### config.mk
export PLATFORM = sky130hd
export DESIGN_NAME = skl_window_ram
export DESIGN_NICKNAME = d
export VERILOG_FILES = /design/src/sv/skl_pkg.sv /design/src/sv/skl_window_ram.sv
export SDC_FILE = /design/constraint.sdc
export NUM_CORES = 2
export LEC_CHECK = 0
export BUFFER_PORTS_ARGS = -buffer_cell sky130_fd_sc_hd__buf_2
export CAP_MARGIN = 5
export CORE_MARGIN = 2
export CORE_UTILIZATION = 45
export CTS_CLUSTER_DIAMETER = 100
export DETAILED_ROUTE_END_ITERATION = 8
export SLEW_MARGIN = 20
export SYNTH_ARGS = -nofsm -noshare
export SYNTH_HDL_FRONTEND = slang
export SYNTH_SLANG_ARGS = --single-unit
### constraint.sdc
create_clock -name clk_i -period 5.2 [get_ports clk_i]
set_input_delay 1.56 -clock clk_i [delete_from_list [all_inputs] [get_ports clk_i]]
set_output_delay 1.56 -clock clk_i [all_outputs]
set_load 0.01 [all_outputs]
### src/sv/skl_pkg.sv
`default_nettype none

package skl_pkg;

  localparam int MAX_TAPS       = 16;
  localparam int CHANNEL_BITS   = 16;
  localparam int NUM_CHAN       = 4;
  localparam int COEF_W         = 16;
  localparam int COEFS_PER_WORD = 4;
  localparam int NUM_COEF_WORDS = 4;
  localparam int NUM_COEF       = COEFS_PER_WORD * NUM_COEF_WORDS;
  localparam int CFG_DATA_W     = COEF_W * COEFS_PER_WORD;
  localparam int CFG_IDX_W      = 3;
  localparam int TAPCNT_W       = 5;
  localparam int FRAC_BITS      = 16;

  localparam int WIN_DEPTH = 2 * MAX_TAPS - 1;
  localparam int ADDR_W    = (WIN_DEPTH > 1) ? $clog2(WIN_DEPTH) : 1;
  localparam int TAP_W     = (MAX_TAPS > 1) ? $clog2(MAX_TAPS) : 1;
  localparam int RCV_W     = $clog2(WIN_DEPTH + 1);
  localparam int PAIR_W    = CHANNEL_BITS + 1;
  localparam int PROD_W    = COEF_W + PAIR_W;
  localparam int ACC_W     = PROD_W + TAP_W;

  typedef logic [CHANNEL_BITS-1:0] chan_t;
  typedef chan_t [NUM_CHAN-1:0]    pix_t;
  typedef logic [COEF_W-1:0]       coef_t;

  typedef enum logic [CFG_IDX_W-1:0] {
    CFG_TAP_COUNT = 3'd0,
    CFG_COEF_A    = 3'd1,
    CFG_COEF_B    = 3'd2,
    CFG_COEF_C    = 3'd3,
    CFG_COEF_D    = 3'd4
  } cfg_idx_e;

  typedef struct packed {
    logic  issue;
    logic  center;
    logic  clear;
    coef_t coef;
  } mac_ctl_t;

  // tap count clamped to 1 .. MAX_TAPS, minus one
  function automatic logic [TAP_W-1:0] taps_m1_of(input logic [TAPCNT_W-1:0] tc);
    int t;
    t = int'(tc);
    if (t < 1) t = 1;
    if (t > MAX_TAPS) t = MAX_TAPS;
    return TAP_W'(t - 1);
  endfunction

  // address of the pixel i places behind the newest one
  function automatic logic [ADDR_W-1:0] win_addr(input logic [ADDR_W-1:0] base,
                                                 input logic [ADDR_W-1:0] i);
    logic [ADDR_W:0] diff;
    diff = {1'b0, base} - {1'b0, i};
    if (diff[ADDR_W]) diff = diff + (ADDR_W+1)'(WIN_DEPTH);
    return diff[ADDR_W-1:0];
  endfunction

endpackage

`default_nettype wire

### src/sv/skl_window_ram.sv
`default_nettype none

module skl_window_ram (
  input  wire                       clk_i,
  input  wire                       we_i,
  input  wire  [skl_pkg::ADDR_W-1:0] waddr_i,
  input  skl_pkg::pix_t             wdata_i,
  input  wire  [skl_pkg::ADDR_W-1:0] raddr_a_i,
  input  wire  [skl_pkg::ADDR_W-1:0] raddr_b_i,
  output skl_pkg::pix_t             rdata_a_o,
  output skl_pkg::pix_t             rdata_b_o
);
  import skl_pkg::*;

  pix_t mem [WIN_DEPTH];
  pix_t rdata_a_q;
  pix_t rdata_b_q;

  always_ff @(posedge clk_i) begin
    if (we_i) begin
      mem[waddr_i] <= wdata_i;
    end
    rdata_a_q <= mem[raddr_a_i];
    rdata_b_q <= mem[raddr_b_i];
  end

  assign rdata_a_o = rdata_a_q;
  assign rdata_b_o = rdata_b_q;

endmodule

`default_nettype wire

==> metrics <==
TritonCTS clock tree built; hold_sp mem[30][39]; WL final 309,000 microns; Worst IR Drop VDD approximately 400 uV; # setup viols final 0; synth warn 0; CTS Buffer Depth 3; flop-to-flop setup slack between 3 and 4 ns; Core Area between 0.2 and 0.25 sq mm; htree depth 4; P&R area growth vs syn 13.51%; type of the worst setup path input port to register; dominant synthesized flop cell edfxtp_1; vias in the first global route approximately 57,000; Startpoint Class input port; Pwr Density 352.8 mW/mm^2; synthesized cell area 0.09411 sq mm; Hold EP rdata_b_o[39]; Critical R2R Capture rdata_a_o[38]; Die Width 461.3 microns; first-pass GRT wire length 430,200 microns; Synth top area share a little over three fifths; io pins 209; CP max-delay cell nor2_4; total power 37.69 mW; leakage 36.05 nW; Slew Viols, Final 0; Seq/Total Area, Yosys between 60% and 70%; setup tns final 0 ns; gr ovfl total 0; register bit total from synthesis 2,112; CP peak stage delay roughly 0.72 ns; row count 167; setup bufs post-CTS 0; post-route ant nets 0; most common library cells after synthesis 1,984 x edfxtp_1, 981 x mux2i_1, 469 x mux4_2; GPL Wtd Cong 0.8356; WL/cell 35.70 microns; slew at the pin with the worst max-slew slack approximately 1.2 ns; Rel. slew slack 20.22%; worst r2r src mem[28][38]; CP required 5.98 ns; hold_buf cts 0; Worst Hold Class register to register; clock skew roughly 0.044 ns; Crit. End Element register; Avg Cell Area, Syn 17.30 sq um; fin nets 5,744; clock latency on the worst-skew pair 0.89 ns; DP HPWL approximately 170,000 microns; initial antenna violation count 34; I/O Buffers 208; hold slack 0.6357 ns; cell with the most instances after synthesis edfxtp_1; 1st-iter DRT viols just under 8,000; hold path cells 4; placed cell areas 0.09968 sq mm; Initial Util 45.36%; outcome complete, no violations; number of remaining DRC errors 0; post-synthesis cell type count 54; largest net degree at the start of global routing 93; # resized after CTS 0; Clock Sinks 2,112; Net Count, Synth 5,520; Period minus WS final 3.374 ns; Final Util 51.48%; vias post-DR approximately 58,000; RSZ-0062 raised after global routing false; max cap viols 0; vias per cell 6.650; final hold vios 0; crit-path cells buf_2 > buf_4 > nand2_1 > nor2_4 > buf_12 > a22oi_1 > nand4_1; die height 461.3 microns; top cells by area, synth edfxtp_1 63%, mux4_2 11%, mux2i_1 10%; async set-reset flop share out of synthesis 0%; clock buffer count from CTS about 220; Root Driver clkbuf_16; Reg clk slew, reported paths 0.06 ns; fin area 0.1068 sq mm; leading area contributor after synthesis edfxtp_1; total track usage ~29%; Final Cycle Share between 60 and 70%; Post-synth EDFFs roughly 2,000; FMAX 296.4 MHz; Detailed Routing Iterations Pass 1 6; Gate Count Post-Synth ~5,400; Crit Path Max Fanout 23; share of layout cells above drive strength 1 22.27%; Die ar. 0.2128 sq mm; critical path data arrival time 4.15 ns; R2R cell count 4
[cell type report]
| cell class | count | area [sq um] |
|---|---|---|
| multi-input combinational | 2903 | 30150 |
| clock buffer | 306 | 5984 |
| sequential | 2112 | 62140 |
| fill | 16690 | 100700 |
| clock inverter | 104 | 1130 |
| timing repair buffer | 430 | 3904 |
| antenna | 11 | 27.53 |
| tap | 2788 | 3488 |
[cell families (layout without fill, tap and decap cells)]
| kind of cell | after synthesis | count (layout) | share of synthesized area (%) |
|---|---|---|---|
| AOI/OAI and AO/OA | 961 | 961 | 7.072 |
| buffers and inverters | 424 | 840 | 2.426 |
| DFF | 2112 | 2112 | 66.03 |
| muxes | 1458 | 1458 | 21.75 |
| other | 0 | 11 | 0 |
| and+or+nand+nor | 484 | 484 | 2.719 |
[worst max-delay path, delay by kind of cell]
kind	cells	cell delay [ns]
AO/OA/AOI/OAI	1	0.15
AND/OR/NAND/NOR	3	1.07
buffers and inverters	3	1.31
[cell usage in the layout, fill, tap and decap left out, types with 11 or more instances in the layout]
cell type / n
a211oi_1: 52
a21oi_1: 20
a221oi_1: 18
a22o_1: 42
a22oi_1: 431
a311oi_1: 23
a31oi_1: 42
buf_12: 91
buf_2: 200
buf_4: 134
bufinv_16: 15
clkbuf_1: 67
clkbuf_16: 217
clkbuf_8: 22
clkinv_1: 25
clkinv_2: 33
dfxtp_1: 128
diode_2: 11
edfxtp_1: 1984
mux2i_1: 981
mux4_2: 469
nand2_1: 188
nand3_1: 56
nand4_1: 81
nor2_1: 13
nor2_4: 37
nor2b_1: 13
nor4_1: 23
o211ai_1: 29
o21ai_0: 128
o21ai_1: 34
o22ai_1: 134
[per-stage QoR]
step / setup slack (ns) / std cells
after global routing: 1.909 / 8647
after floorplan: -0.1822 / 5439
final: 1.826 / 8654
after CTS: 1.920 / 8643
after global placement: 1.046 / 8233
after detailed placement: 1.035 / 8233
[layer usage]
metal	part of all wire [%]	track usage, %	vias up	wire length, microns
met5	0.030	0	-	93
met4	3.4	9.140	14	10650
met3	9.1	4.848	606	28200
met2	47	45.34	3203	144900
met1	41	40.69	30480	125100
li1	-	-	23240	-
[worst max path at each step]
stage	start	to	slack, ns
final	raddr_b_i[3]	rdata_b_o[5]	1.83
after global routing	raddr_b_i[3]	rdata_b_o[5]	1.91
after CTS	rdata_b_o[47]	rdata_b_o[47]	1.92
after detailed placement	raddr_b_i[3]	rdata_b_o[5]	1.04
after global placement	raddr_a_i[1]	rdata_a_o[1]	1.05
after floorplan	waddr_i[0]	mem[12][0]	-0.18
[flip-flops by register name, indices dropped and copies added (netlist names)]
signal,flops
mem,1984
rdata_a_o,64
rdata_b_o,64
[report_power, final]
| group | internal, mW | leakage (nW) | switching (mW) |
|---|---|---|---|
| Combinational | 1.10 | 13.7 | 1.83 |
| Sequential | 18.9 | 19.0 | 0.230 |
| Clock | 8.81 | 3.45 | 6.80 |
Power figures use the tool's default switching activity.
