`src/sv/skl_pkg.sv`:
```
`default_nettype none

package skl_pkg;

  localparam int MAX_TAPS       = 16;
  localparam int CHANNEL_BITS   = 16;
  localparam int NUM_CHAN       = 4;
  localparam int COEF_W         = 16;
  localparam int COEFS_PER_WORD = 4;
  localparam int NUM_COEF_WORDS = 4;
  localparam int NUM_COEF       = COEFS_PER_WORD * NUM_COEF_WORDS;
  localparam int CFG_DATA_W     = COEF_W * COEFS_PER_WORD;
  localparam int CFG_IDX_W      = 3;
  localparam int TAPCNT_W       = 5;
  localparam int FRAC_BITS      = 16;

  localparam int WIN_DEPTH = 2 * MAX_TAPS - 1;
  localparam int ADDR_W    = (WIN_DEPTH > 1) ? $clog2(WIN_DEPTH) : 1;
  localparam int TAP_W     = (MAX_TAPS > 1) ? $clog2(MAX_TAPS) : 1;
  localparam int RCV_W     = $clog2(WIN_DEPTH + 1);
  localparam int PAIR_W    = CHANNEL_BITS + 1;
  localparam int PROD_W    = COEF_W + PAIR_W;
  localparam int ACC_W     = PROD_W + TAP_W;

  typedef logic [CHANNEL_BITS-1:0] chan_t;
  typedef chan_t [NUM_CHAN-1:0]    pix_t;
  typedef logic [COEF_W-1:0]       coef_t;

  typedef enum logic [CFG_IDX_W-1:0] {
    CFG_TAP_COUNT = 3'd0,
    CFG_COEF_A    = 3'd1,
    CFG_COEF_B    = 3'd2,
    CFG_COEF_C    = 3'd3,
    CFG_COEF_D    = 3'd4
  } cfg_idx_e;

  typedef struct packed {
    logic  issue;
    logic  center;
    logic  clear;
    coef_t coef;
  } mac_ctl_t;

  // tap count clamped to 1 .. MAX_TAPS, minus one
  function automatic logic [TAP_W-1:0] taps_m1_of(input logic [TAPCNT_W-1:0] tc);
    int t;
    t = int'(tc);
    if (t < 1) t = 1;
    if (t > MAX_TAPS) t = MAX_TAPS;
    return TAP_W'(t - 1);
  endfunction

  // address of the pixel i places behind the newest one
  function automatic logic [ADDR_W-1:0] win_addr(input logic [ADDR_W-1:0] base,
                                                 input logic [ADDR_W-1:0] i);
    logic [ADDR_W:0] diff;
    diff = {1'b0, base} - {1'b0, i};
    if (diff[ADDR_W]) diff = diff + (ADDR_W+1)'(WIN_DEPTH);
    return diff[ADDR_W-1:0];
  endfunction

endpackage

`default_nettype wire

```
`src/sv/skl_mac.sv`:
```
`default_nettype none

module skl_mac (
  input  wire                clk_i,
  input  wire                rst_ni,
  input  skl_pkg::mac_ctl_t  ctl_i,
  input  skl_pkg::pix_t      rdata_a_i,
  input  skl_pkg::pix_t      rdata_b_i,
  output logic               busy_o,
  output skl_pkg::pix_t      result_o
);
  import skl_pkg::*;

  logic                s1_valid_q, s2_valid_q, s3_valid_q;
  logic                s1_center_q;
  coef_t               s1_coef_q, s2_coef_q;
  logic [PAIR_W-1:0]   s2_pair_q [NUM_CHAN];
  logic [PROD_W-1:0]   s3_prod_q [NUM_CHAN];
  logic [ACC_W-1:0]    acc_q     [NUM_CHAN];

  always_ff @(posedge clk_i or negedge rst_ni) begin
    if (!rst_ni) begin
      s1_valid_q <= 1'b0;
      s2_valid_q <= 1'b0;
      s3_valid_q <= 1'b0;
    end else begin
      s1_valid_q <= ctl_i.issue;
      s2_valid_q <= s1_valid_q;
      s3_valid_q <= s2_valid_q;
    end
  end

  // read data lines up with the registered control
  always_ff @(posedge clk_i) begin
    s1_center_q <= ctl_i.center;
    s1_coef_q   <= ctl_i.coef;
    s2_coef_q   <= s1_coef_q;
    for (int c = 0; c < NUM_CHAN; c++) begin
      if (s1_center_q) begin
        s2_pair_q[c] <= {1'b0, rdata_a_i[c]};
      end else begin
        s2_pair_q[c] <= {1'b0, rdata_a_i[c]} + {1'b0, rdata_b_i[c]};
      end
      s3_prod_q[c] <= PROD_W'(s2_coef_q) * PROD_W'(s2_pair_q[c]);
      if (ctl_i.clear) begin
        acc_q[c] <= '0;
      end else if (s3_valid_q) begin
        acc_q[c] <= acc_q[c] + ACC_W'(s3_prod_q[c]);
      end
    end
  end

  assign busy_o = s1_valid_q | s2_valid_q | s3_valid_q;

  // round half up, then saturate
  always_comb begin
    logic [ACC_W:0] rnd;
    for (int c = 0; c < NUM_CHAN; c++) begin
      rnd = {1'b0, acc_q[c]} + ((ACC_W+1)'(1) << (FRAC_BITS - 1));
      if (|rnd[ACC_W:FRAC_BITS+CHANNEL_BITS]) begin
        result_o[c] = '1;
      end else begin
        result_o[c] = rnd[FRAC_BITS +: CHANNEL_BITS];
      end
    end
  end

endmodule

`default_nettype wire

```
`config.mk`:
```
export PLATFORM = sky130hd
export DESIGN_NAME = skl_mac
export DESIGN_NICKNAME = d
export VERILOG_FILES = /design/src/sv/skl_pkg.sv /design/src/sv/skl_mac.sv
export SDC_FILE = /design/constraint.sdc
export NUM_CORES = 2
export LEC_CHECK = 0
export ABC_CLOCK_PERIOD_IN_PS = 18400
export BUFFER_PORTS_ARGS = -buffer_cell sky130_fd_sc_hd__buf_2
export CAP_MARGIN = 20
export CORE_MARGIN = 8
export CORE_UTILIZATION = 60
export CTS_BUF_LIST = sky130_fd_sc_hd__clkbuf_8 sky130_fd_sc_hd__clkbuf_16
export CTS_CLUSTER_DIAMETER = 30
export DETAILED_ROUTE_END_ITERATION = 12
export GPL_ROUTABILITY_DRIVEN = 0
export PLACE_DENSITY = 0.78
export SLEW_MARGIN = 25
export SYNTH_ARGS = -nofsm -noshare
export SYNTH_HDL_FRONTEND = slang
export SYNTH_SLANG_ARGS = --single-unit
```
`constraint.sdc`:
```
create_clock -name clk_i -period 18.4 [get_ports clk_i]
set_clock_uncertainty 0.1 [all_clocks]
set_input_delay 0.92 -clock clk_i [delete_from_list [all_inputs] [get_ports clk_i]]
set_output_delay 0.92 -clock clk_i [all_outputs]
set_load 0.05 [all_outputs]
```
==> impl_metrics.toml <==
[clocking]
clkSinkCount = 384
clk_pin_slew_worst_paths_ps = 50
cts_setup_buffers = 0
numCtsBuffers = 93
cts_resized = 0
worstSkewPairLatency_ps = 680
cts_tree = "done"
htreeDepth = 3
clk_path_buf_depth = 3
root_buffer = "clkbuf_16"

[synth]
syn-num-nets = 7904
synth_area_sq_um = 56700
synthCells = 6295
yosysTopAreaCell = "fa_1"
synth_top_area_share_pct = 29.6
ys_top_cells_by_area = "fa_1 30%, ha_1 14%, dfxtp_1 8.2%, edfxtp_1 7.8%, inv_1 6.7%"
syn_area_per_cell_sq_um = 9.01
synth_edf_count = 148
ys.flop_type = "dfxtp_1"
ys_async_sr_fraction_pct = 0.781
synth_cell_types = 87
ys_warn_count = 0
ys_ff_latch = 384
yosysSeqAreaShare_pct = 16.2

[floorplanning]
core_area_sq_um = 93500
fp.dieW_um = 323
io_pins = 214
die_area_sq_um = 105000
dieHeight_um = 323
rows = 112
start_util_pct = 60.7

[final_layout]
area_growth_syn_to_layout_pct = 9.26
layout-drive-gt1-share_pct = 7.20
nets = 7988

[timing]
timing.setup.tns_ps = 0
fmax_ghz = 0.139
post-route-period-util_pct = 39.1
post-route-min-period_ps = 7200
worst_pin_slew_ps = 997
rsz0062_at_grt = "no"
drv_slew = 0
relSlewSlack_pct = 33.5
setup_viol_count_final = 0
final-hold-violation-count = 0

[route]
routed_wl_mm = 137
dr_total_vias = 43996
wl_per_cell_um = 17.7
postRouteAntennaNets = 0
drcViolationCount = 0
dr.pass1.iters = 6
first_iter_violations = 2643
viasPerCell = 5.70

[setup_path]
path_cells = "buf_4 > nand2_1 > fa_1 > fa_1 > fa_1 > inv_1 > fa_1 > fa_1 > inv_1 > fa_1 > inv_1 > ha_1 > a21o_1 > o311ai_0 > o211ai_1 > and2_4 > a22o_4 > a41oi_2 > o21ai_1 > o41ai_1 > o21ba_1"
crit-reg2reg-capture = "s3_prod_q[0][32]"
regToRegStartpoint = "s2_coef_q[1]"
reg2regPathDepth = 21
critPathMaxStageDelay_ps = 650
crit_slowest_cell = "buf_4"
worst_ep_required_time_ps = 18860
r2r_slack_ps = 11200
crit_type = "reg2reg"
cp-start-kind = "flip-flop"
arrival_ps = 7660
critPathTopFamily = "adder cells"
cp-startpoint = "s2_coef_q[1]"
critical_path_peak_fanout = 68
cp.buffers_inverters = 4
cpMostUsedCell = "fa_1"
crit_path_end_kind = "flip-flop"

[grt]
grt_first_pass_wirelength_mm = 227
antenna_found_initial = 10
global_route.usage.met3_pct = 6.70
track_usage_pct = 26.5
grt_use_met2_pct = 44.6
grt-busiest-layer = "met2"
grt_pass1_vias = 46454
grt_max_degree = 80
use_met1_pct = 33.1
grt_remaining_overflow = 0

[hold_path]
hold_path_startpoint = "s1_coef_q[13]"
hp-class = "reg2reg"
hold_depth = 0
min_to = "s2_coef_q[13]"

[flow_run]
max-cap-violations = 0

[placement]
io_buffers = 213
place_hpwl_mm = 103

[run_status]
run_status = "finished, final reports clean"
[cells in the mapped netlist, types with 6 or more instances]
library cell  number
a21boi_0          14
or3_1             15
nor4_1             6
xnor2_1          176
or2_2              6
o21a_1            45
dfxtp_1          233
nand2_1          818
o31ai_1           18
a21oi_1          224
o21ai_0          198
nor2b_1           38
a311o_1            6
nand3_1           68
ha_1             620
buf_1              8
and2_1           543
mux2i_1           10
mux2_2             6
a211o_1           11
o211ai_1          19
edfxtp_1         148
and3_1            47
nor3_1            80
xor2_1           129
nor2_1           250
clkbuf_1         241
nand2b_1          39
nor3b_1            9
a31oi_1           32
a211oi_1          35
o21bai_1          35
o41ai_1            7
inv_1           1007
a31o_2             7
o21ai_1           11
fa_1             840
nand4_1           43
a21o_1           142
and4_1            14
[area by class of cell]
cell class	count	area, sq um
clock inverter	71	773
antenna	4	10.0
timing repair buffer	240	1270
multi-input combinational	4653	42800
clock buffer	105	2530
inverter	1007	3780
fill	7437	31500
sequential	384	9210
tap	1254	1570
[flip-flops by register name, indices dropped and copies added (netlist names), 16 cells and up]
signal,flops
s1_coef_q,16
s3_prod_q,132
acc_q,148
s2_coef_q,16
s2_pair_q,68
[worst register-to-register path, cell delays in order (launching register included)]
cell and delay, ps:
dfxtp_2 310, buf_4 650, nand2_1 190, fa_1 550
fa_1 520, fa_1 520, inv_1 60, fa_1 490
fa_1 490, inv_1 50, fa_1 470, inv_1 60
ha_1 360, a21o_1 220, o311ai_0 620, o211ai_1 170
and2_4 190, a22o_4 270, a41oi_2 240, o21ai_1 100
o41ai_1 280, o21ba_1 180
[logic make-up after synthesis]
family                   Yosys count  synth area share, %
XOR/XNOR                         305                 4.71
adder cells (fa/ha/maj)         1460                 43.3
buffers and inverters           1258                 8.33
AND/OR/NAND/NOR                 1996                 17.1
flip-flops                       384                 16.2
AO/OA/AOI/OAI                    876                 10.0
multiplexers                      16                0.296
[repair_timing]
| action | in CTS | in global routing |
|---|---|---|
| hold buffers | 1 | 0 |
| hold endpoints to repair | 3 | 0 |
| endpoints found under the setup margin | 0 | 0 |
[cells in the final DEF, fill, tap and decap left out, drive strengths merged, types with 13 or more instances in the layout]
master,instances
a211oi,37
a21boi,15
a21o,142
a21oi,227
a31oi,33
and2,544
and3,47
and4,14
buf,239
clkbuf,105
clkinv,27
clkinvlp,13
dfxtp,233
edfxtp,148
fa,840
ha,620
inv,1031
nand2,818
nand2b,39
nand3,68
nand4,43
nor2,250
nor2b,38
nor3,80
o211ai,19
o21a,45
o21ai,210
o21bai,35
o31ai,18
or3,15
xnor2,176
xor2,129
[through the flow]
step	utilization, %	cell area (sq um)	hold WS, ps	std cells	setup slack (ps)
after floorplan	-	56700	210	6295	12040
after global placement	62.8	58700	210	7537	11460
after detailed placement	62.8	58700	212	7537	11240
after CTS	66.3	62000	197	7714	11220
after global routing	66.3	62000	209	7714	10770
final	66.3	62000	222	7718	11200
[worst max-delay path by stage]
stage | end | depth (start not counted)
2_1_floorplan | s3_prod_q[1][30] | 23
3_3_place_gp | s3_prod_q[2][31] | 23
3_5_place_dp | s3_prod_q[0][32] | 21
4_1_cts | s3_prod_q[0][32] | 21
5_1_grt | s3_prod_q[2][31] | 23
6_report | s3_prod_q[0][32] | 21
[routing by layer]
metal | routed length (um) | share of wire, %
met1 | 54500 | 40
met2 | 65000 | 48
met3 | 12200 | 8.9
met4 | 4860 | 3.6
met5 | 54 | 0.040
Power is not shown: default switching activity piles up to over one toggle a cycle in this logic, so the estimate is an artifact.
